$ cat config.mk
export PLATFORM = sky130hd
export DESIGN_NAME = telnet_rx_option_parser
export DESIGN_NICKNAME = d
export VERILOG_FILES = /design/src/sv/trop_pkg.sv /design/src/sv/telnet_rx_option_parser.sv
export SDC_FILE = /design/constraint.sdc
export NUM_CORES = 1
export LEC_CHECK = 0
export BUFFER_PORTS_ARGS = -buffer_cell sky130_fd_sc_hd__buf_2
export CAP_MARGIN = 20
export CORE_ASPECT_RATIO = 1.4
export CORE_MARGIN = 1.5
export CORE_UTILIZATION = 40
export CTS_CLUSTER_DIAMETER = 80
export DETAILED_ROUTE_END_ITERATION = 16
export SYNTH_ARGS = -nofsm -noshare
export SYNTH_HDL_FRONTEND = slang
export SYNTH_SLANG_ARGS = --single-unit
$ cat constraint.sdc
create_clock -name aclk -period 3.7 [get_ports aclk]
set_input_delay 0 -clock aclk [delete_from_list [all_inputs] [get_ports aclk]]
set_output_delay 0 -clock aclk [all_outputs]
set_load 0.03 [all_outputs]
$ cat src/sv/trop_pkg.sv
package trop_pkg;

    localparam int unsigned BYTE_W    = 8;
    localparam int unsigned KIND_W    = 2;
    localparam int unsigned WIN_W     = 16;
    localparam int unsigned SUB_CNT_W = 3;
    localparam int unsigned CFG_IDX_W = 1;
    localparam int unsigned TDATA_W   = 56;

    // telnet command codes
    localparam logic [BYTE_W-1:0] CMD_IAC  = 8'd255;
    localparam logic [BYTE_W-1:0] CMD_WILL = 8'd251;
    localparam logic [BYTE_W-1:0] CMD_WONT = 8'd252;
    localparam logic [BYTE_W-1:0] CMD_DO   = 8'd253;
    localparam logic [BYTE_W-1:0] CMD_DONT = 8'd254;
    localparam logic [BYTE_W-1:0] CMD_SB   = 8'd250;
    localparam logic [BYTE_W-1:0] CMD_SE   = 8'd240;

    // option codes
    localparam logic [BYTE_W-1:0] OPT_ECHO = 8'd1;
    localparam logic [BYTE_W-1:0] OPT_SGA  = 8'd3;
    localparam logic [BYTE_W-1:0] OPT_NAWS = 8'd31;

    localparam logic [SUB_CNT_W-1:0] NAWS_LEN = 3'd4;

    localparam logic [WIN_W-1:0] COLS_RESET = 16'd80;
    localparam logic [WIN_W-1:0] ROWS_RESET = 16'd25;

    // configuration register indexes
    localparam logic [CFG_IDX_W-1:0] CFG_LOCAL_ECHO  = 1'd0;
    localparam logic [CFG_IDX_W-1:0] CFG_NAWS_ENABLE = 1'd1;

    typedef enum logic [KIND_W-1:0] {
        KIND_NONE  = 2'd0,
        KIND_DATA  = 2'd1,
        KIND_REPLY = 2'd2
    } kind_t;

    typedef enum logic [7:0] {
        PS_NORMAL = 8'b0000_0001,
        PS_IAC    = 8'b0000_0010,
        PS_WILL   = 8'b0000_0100,
        PS_WONT   = 8'b0000_1000,
        PS_DO     = 8'b0001_0000,
        PS_DONT   = 8'b0010_0000,
        PS_SB     = 8'b0100_0000,
        PS_SBNAWS = 8'b1000_0000
    } parse_state_t;

endpackage

$ cat src/sv/telnet_rx_option_parser.sv
// channel   direction  handshake               payload
// s_        in         s_tvalid / s_tready     s_tdata: rx_byte
// m_        out        m_tvalid / m_tready     m_tuser: kind; m_tdata: reply and window fields
// cfg_      in         cfg_valid / cfg_ready   cfg_index, cfg_data
//
// one received byte per cycle unless stalled; each gives exactly one registered result
// the parser state and window registers update in the same cycle the byte is taken
// aresetn (synchronous, active low) returns to normal data state, 80 columns, 25 rows
// a single output register: a new byte is taken whenever the output is empty or
// being taken in that same cycle, so a stalled m_ side stalls s_ only while full
module telnet_rx_option_parser (
    input  logic                            aclk,
    input  logic                            aresetn,
    // rx_byte
    input  logic                            s_tvalid,
    output logic                            s_tready,
    input  logic [trop_pkg::BYTE_W-1:0]     s_tdata,
    // data_byte, reply_verb, reply_option, window_cols, window_rows
    output logic                            m_tvalid,
    input  logic                            m_tready,
    output logic [trop_pkg::TDATA_W-1:0]    m_tdata,
    // kind
    output logic [trop_pkg::KIND_W-1:0]     m_tuser,
    input  logic                            cfg_valid,
    output logic                            cfg_ready,
    input  logic [trop_pkg::CFG_IDX_W-1:0]  cfg_index,
    input  logic                            cfg_data
);
    import trop_pkg::*;

    logic                   local_echo_reg;
    logic                   naws_enable_reg;
    parse_state_t           state_reg, state_next;
    logic [SUB_CNT_W-1:0]   sub_count_reg, sub_count_next;
    logic [WIN_W-1:0]       cols_reg, cols_next;
    logic [WIN_W-1:0]       rows_reg, rows_next;

    logic                   m_valid_reg;
    kind_t                  kind_reg, kind_next;
    logic [BYTE_W-1:0]      data_reg, data_next;
    logic [BYTE_W-1:0]      verb_reg, verb_next;
    logic [BYTE_W-1:0]      opt_reg, opt_next;
    logic [WIN_W-1:0]       out_cols_reg;
    logic [WIN_W-1:0]       out_rows_reg;

    logic                   in_fire;
    logic [BYTE_W-1:0]      ch;

    assign s_tready  = !m_valid_reg || m_tready;
    assign in_fire   = s_tvalid && s_tready;
    assign cfg_ready = 1'b1;
    assign ch        = s_tdata;

    assign m_tvalid = m_valid_reg;
    assign m_tuser  = kind_reg;
    assign m_tdata  = {out_rows_reg, out_cols_reg, opt_reg, verb_reg, data_reg};

    always_comb begin
        state_next     = state_reg;
        sub_count_next = sub_count_reg;
        cols_next      = cols_reg;
        rows_next      = rows_reg;
        kind_next      = KIND_NONE;
        data_next      = '0;
        verb_next      = '0;
        opt_next       = '0;
        case (state_reg)
            PS_IAC: begin
                if (ch == CMD_IAC) begin
                    kind_next  = KIND_DATA;
                    data_next  = ch;
                    state_next = PS_NORMAL;
                end else if (ch == CMD_WILL) begin
                    state_next = PS_WILL;
                end else if (ch == CMD_WONT) begin
                    state_next = PS_WONT;
                end else if (ch == CMD_DO) begin
                    state_next = PS_DO;
                end else if (ch == CMD_DONT) begin
                    state_next = PS_DONT;
                end else if (ch == CMD_SB && naws_enable_reg) begin
                    state_next     = PS_SB;
                    sub_count_next = '0;
                end else begin
                    // unknown command, SE, or SB while window size is disabled is dropped
                    state_next = PS_NORMAL;
                end
            end
            PS_WILL: begin
                kind_next  = KIND_REPLY;
                opt_next   = ch;
                verb_next  = (naws_enable_reg && ch == OPT_NAWS) ? CMD_DO : CMD_DONT;
                state_next = PS_NORMAL;
            end
            PS_WONT: begin
                kind_next  = KIND_REPLY;
                opt_next   = ch;
                verb_next  = CMD_DONT;
                state_next = PS_NORMAL;
            end
            PS_DO: begin
                kind_next  = KIND_REPLY;
                opt_next   = ch;
                verb_next  = (ch == OPT_SGA || (local_echo_reg && ch == OPT_ECHO))
                             ? CMD_WONT : CMD_WILL;
                state_next = PS_NORMAL;
            end
            PS_DONT: begin
                kind_next  = KIND_REPLY;
                opt_next   = ch;
                verb_next  = CMD_WONT;
                state_next = PS_NORMAL;
            end
            PS_SB: begin
                state_next = (naws_enable_reg && ch == OPT_NAWS) ? PS_SBNAWS : PS_NORMAL;
            end
            PS_SBNAWS: begin
                if (!naws_enable_reg) begin
                    state_next = PS_NORMAL;
                end else begin
                    // payload bytes taken raw: cols high, cols low, rows high, rows low
                    case (sub_count_reg)
                        3'd0: cols_next = {ch, cols_reg[BYTE_W-1:0]};
                        3'd1: cols_next = {cols_reg[WIN_W-1:BYTE_W], ch};
                        3'd2: rows_next = {ch, rows_reg[BYTE_W-1:0]};
                        3'd3: rows_next = {rows_reg[WIN_W-1:BYTE_W], ch};
                        default: ;
                    endcase
                    sub_count_next = sub_count_reg + 3'd1;
                    if (sub_count_next == NAWS_LEN) begin
                        state_next = PS_NORMAL;
                    end
                end
            end
            default: begin
                if (ch == CMD_IAC) begin
                    state_next = PS_IAC;
                end else begin
                    kind_next = KIND_DATA;
                    data_next = ch;
                end
            end
        endcase
    end

    always_ff @(posedge aclk) begin
        if (!aresetn) begin
            local_echo_reg  <= 1'b1;
            naws_enable_reg <= 1'b1;
        end else if (cfg_valid && cfg_ready) begin
            if (cfg_index == CFG_LOCAL_ECHO) begin
                local_echo_reg <= cfg_data;
            end
            if (cfg_index == CFG_NAWS_ENABLE) begin
                naws_enable_reg <= cfg_data;
            end
        end
    end

    always_ff @(posedge aclk) begin
        if (!aresetn) begin
            state_reg     <= PS_NORMAL;
            sub_count_reg <= '0;
            cols_reg      <= COLS_RESET;
            rows_reg      <= ROWS_RESET;
            m_valid_reg   <= 1'b0;
        end else begin
            if (in_fire) begin
                state_reg     <= state_next;
                sub_count_reg <= sub_count_next;
                cols_reg      <= cols_next;
                rows_reg      <= rows_next;
                m_valid_reg   <= 1'b1;
            end else if (m_tready) begin
                m_valid_reg <= 1'b0;
            end
        end
    end

    // result payload, loaded with every accepted byte
    always_ff @(posedge aclk) begin
        if (in_fire) begin
            kind_reg     <= kind_next;
            data_reg     <= data_next;
            verb_reg     <= verb_next;
            opt_reg      <= opt_next;
            out_cols_reg <= cols_next;
            out_rows_reg <= rows_next;
        end
    end

    a_reply_verb: assert property (@(posedge aclk) disable iff (!aresetn)
        m_valid_reg && kind_reg == KIND_REPLY |->
            verb_reg == CMD_WILL || verb_reg == CMD_WONT ||
            verb_reg == CMD_DO || verb_reg == CMD_DONT)
        else $error("reply verb out of range");

    a_none_zero: assert property (@(posedge aclk) disable iff (!aresetn)
        m_valid_reg && kind_reg == KIND_NONE |->
            data_reg == '0 && verb_reg == '0 && opt_reg == '0)
        else $error("empty result carries payload");

    a_sub_count: assert property (@(posedge aclk) disable iff (!aresetn)
        state_reg == PS_SBNAWS |-> sub_count_reg < NAWS_LEN)
        else $error("naws payload count overrun");

    a_win_stable: assert property (@(posedge aclk) disable iff (!aresetn)
        !in_fire |=> $stable(cols_reg) && $stable(rows_reg))
        else $error("window size changed without input");

    a_out_window: assert property (@(posedge aclk) disable iff (!aresetn)
        in_fire |=> out_cols_reg == cols_reg && out_rows_reg == rows_reg)
        else $error("reported window size differs from state");

endmodule

==> reports/results.tsv <==
stage	metric	value	unit
worst_setup_path	maximum fanout along the worst path	9	
synth	post-synthesis mux area share	0.01577	
synth	commonest register cell after synthesis	edfxtp_1	
clock_tree	later-pin clock latency in the skew report	0.34	ns
floorplan	height of the die	127.7	µm
timing	Max Fclk	425.2	MHz
worst_setup_path	critical path class	flop to flop	
power	Sw Share	0.2286	
layout	register area	0.002542	mm²
clock_tree	H-tree levels	3	
global_routing	total congestion overflow	0	
clock_tree	CTS Root Cell	clkbuf_16	
floorplan	die width	92.07	µm
placement	hpwl dp	6555	µm
synth	synth warn	0	
power	Logic pwr share	0.074	
placement	RePlAce Congestion	0.8927	
worst_setup_path	crit start category	flop	
synth	Net Count, Synth	432	
power	Net Switching	0.0005412	W
synth	Yosys cell types	54	
clock_tree	clk sinks	100	
flow_run	Max-Cap Viols	0	
global_routing	initial antenna violation count	0	
synth	synth top area cells	edfxtp_1, dfxtp_1, a22o_1	
floorplan	die area	0.01176	mm²
floorplan	CORE AREA	0.01081	mm²
synth	synthesized netlist cell count	411	
timing	Rel. slew slack	0.4762	
synth	Post-Syn Area	0.004443	mm²
detailed_routing	final wirelength	9964	µm
layout	post-route cell area	0.005189	mm²
layout	Filler Cell Count	1019	
synth	largest family of logic cells by synthesized area	simple AND/OR/NAND/NOR gates	
detailed_routing	DR pass1 iterations	4	
timing	Final TNS setup	0	ns
clock_tree	clock slew at reported path FFs	0.06	ns
global_routing	gr usage total	0.1725	
synth	Synth top area share	0.3650	
detailed_routing	vias	3274	
timing	crit path time final	2.352	ns
synth	Synth Area in Compound Gates	0.1467	
detailed_routing	drt first-iter violations	172	
timing	setup violators final	0	
power	Pint	0.001826	W
timing	Final period util	0.6356	
layout	Multi-input gate area	0.001678	mm²
detailed_routing	WL/cell	16.25	µm
global_routing	global-route wire length before repair	15480	µm
clock_tree	post-cts repair resize count	0	
timing	Slew Limit Fails	0	
power	register share of total power	0.509	
detailed_routing	Vias/cell	5.341	
timing	RSZ-0062 raised after global routing	no	
layout	nets@finish	488	
power	pwr dens	456.3	mW/mm²
floorplan	Initial Utilization	0.4110	
timing	Slew @ Worst Pin	0.7846	ns
synth	most common cell in the netlist	nand2_1	
min_path	Hold Crit Class	input pin to flop	
worst_setup_path	crit end category	flop	
clock_tree	hold_buf cts	7	
synth	adder-cell area share of the yosys netlist	0.01690	
placement	Placed Area	0.004805	mm²
clock_tree	setup repair bufs after CTS	0	
clock_tree	TritonCTS clock tree	done	
clock_tree	total CTS buffers	9	
worst_setup_path	critical path data arrival time	2.45	ns
synth	commonest cells in the netlist	nand2_1, edfxtp_1, dfxtp_1	
layout	layout cells sized above 1	0.2055	
synth	Seq cells post-synth	100	
clock_tree	Max clock buf depth	2	
placement	# port buffers	74	
floorplan	floorplan row count	45	
synth	ys async rst share	0	
timing	Hold Violations, Final	0	
power	Max VDD drop	0.0002251	V
synth	area leader, netlist	edfxtp_1	
worst_setup_path	Crit path required time	3.80	ns
power	Leakage Power	1.920	nW
synth	xor-xnor portion of the synthesized cell area	0.003943	
power	Clk pwr share	0.417	
detailed_routing	DRC Markers	0	
layout	Antenna diodes	0	
global_routing	largest net degree at the start of global routing	38	
global_routing	vias in the first global route	3033	
synth	Syn Area/Cell	10.81	µm²
detailed_routing	antenna-violating nets left	0	
synth	Post-synth EDFFs	54	
status	run status	completed	
synth	post-synthesis sequential area ratio	0.5722	
floorplan	IO Count	76	
synth	Synth Area in Simple Gates	0.1935	
layout	Synth-to-Final Area Change	16.78	%
timing	Fin Clk Skew	0.005240	ns
## per-layer routing
layer | up-vias | part of all wire | track usage
met4 | 0 | 0.018 | 0.08145
met1 | 1577 | 0.43 | 0.2097
met3 | 12 | 0.036 | 0.02788
met2 | 84 | 0.51 | 0.2976
li1 | 1601 | - | -
met5 | - | 0 | 0
## logic make-up after synthesis
logic type / after synthesis
compound gates: 92
xor+xnor: 2
fa+ha+maj: 6
buf+inv: 45
flops: 100
mux: 7
other cells: 1
simple gates: 158
## cell usage in the layout (no fill, tap or decap), types with 3 or more instances in the layout
| cell type | Yosys | final |
|---|---|---|
| nor4b_1 | 4 | 4 |
| dlygate4sd3_1 | 0 | 7 |
| nor3_1 | 3 | 3 |
| clkinv_1 | 1 | 3 |
| and2_1 | 20 | 20 |
| a221o_1 | 3 | 3 |
| edfxtp_1 | 54 | 54 |
| ha_1 | 6 | 6 |
| or3_1 | 3 | 3 |
| o21ai_0 | 4 | 4 |
| mux2i_1 | 7 | 7 |
| o21ai_1 | 3 | 3 |
| clkbuf_16 | 0 | 9 |
| nand3_1 | 13 | 13 |
| a22o_1 | 32 | 32 |
| buf_2 | 16 | 74 |
| nor2_1 | 19 | 19 |
| o21a_1 | 3 | 3 |
| a22oi_1 | 10 | 10 |
| and4_1 | 5 | 5 |
| a21oi_1 | 27 | 27 |
| nand2_1 | 60 | 60 |
| nand2b_1 | 8 | 8 |
| inv_1 | 6 | 6 |
| dfxtp_1 | 46 | 46 |
| nand3b_1 | 4 | 4 |
## power by group through the flow
stage | sequential (W) | combinational, W | clock, W
floorplan | 0.00129 | 0.0000615 | 0
global placement | 0.00123 | 0.000170 | 0
detailed placement | 0.00123 | 0.000171 | 0
CTS | 0.00121 | 0.000176 | 0.00101
global route | 0.00121 | 0.000186 | 0.00105
finish | 0.00121 | 0.000174 | 0.000988
## cell type report
class,count,area share
clock buffers,9,0.04340
clock inverters,7,0.01712
inverters,8,0.005787
multi-input cells,266,0.3234
flip-flops and latches,100,0.4900
well taps,141,0.03400
repair buffers,82,0.08633
## final timing paths
check | from | end | slack, ns | cells after the start
min | m_tready | m_tvalid | 0.02 | 3
max reg2reg | state_reg[2] | data_reg[3] | 1.35 | 5
min reg2reg | rows_reg[10] | rows_reg[10] | 0.45 | 2
max | state_reg[2] | data_reg[3] | 1.35 | 5
## through the flow
step	utilization	hold WS [ns]	total power, W	worst slack, ns	instances
2_1_floorplan	-	0.1251	0.001348	0.5139	411
3_3_place_gp	0.4444	0.2262	0.001400	1.414	590
3_5_place_dp	0.4444	0.2392	0.001402	1.361	590
4_1_cts	0.4800	0.02165	0.002387	1.334	613
5_1_grt	0.4800	0.06225	0.002446	1.104	613
6_report	0.4800	0.01665	0.002367	1.348	613
## worst max-delay path, cell delays in order, from the launching register on
cell	delay (ns)
dfxtp_1	0.44
nor4b_1	0.55
a211oi_1	0.18
o21ai_1	0.35
o22ai_1	0.33
and2_1	0.26
Note: power is estimated with default switching activity, not from simulation.
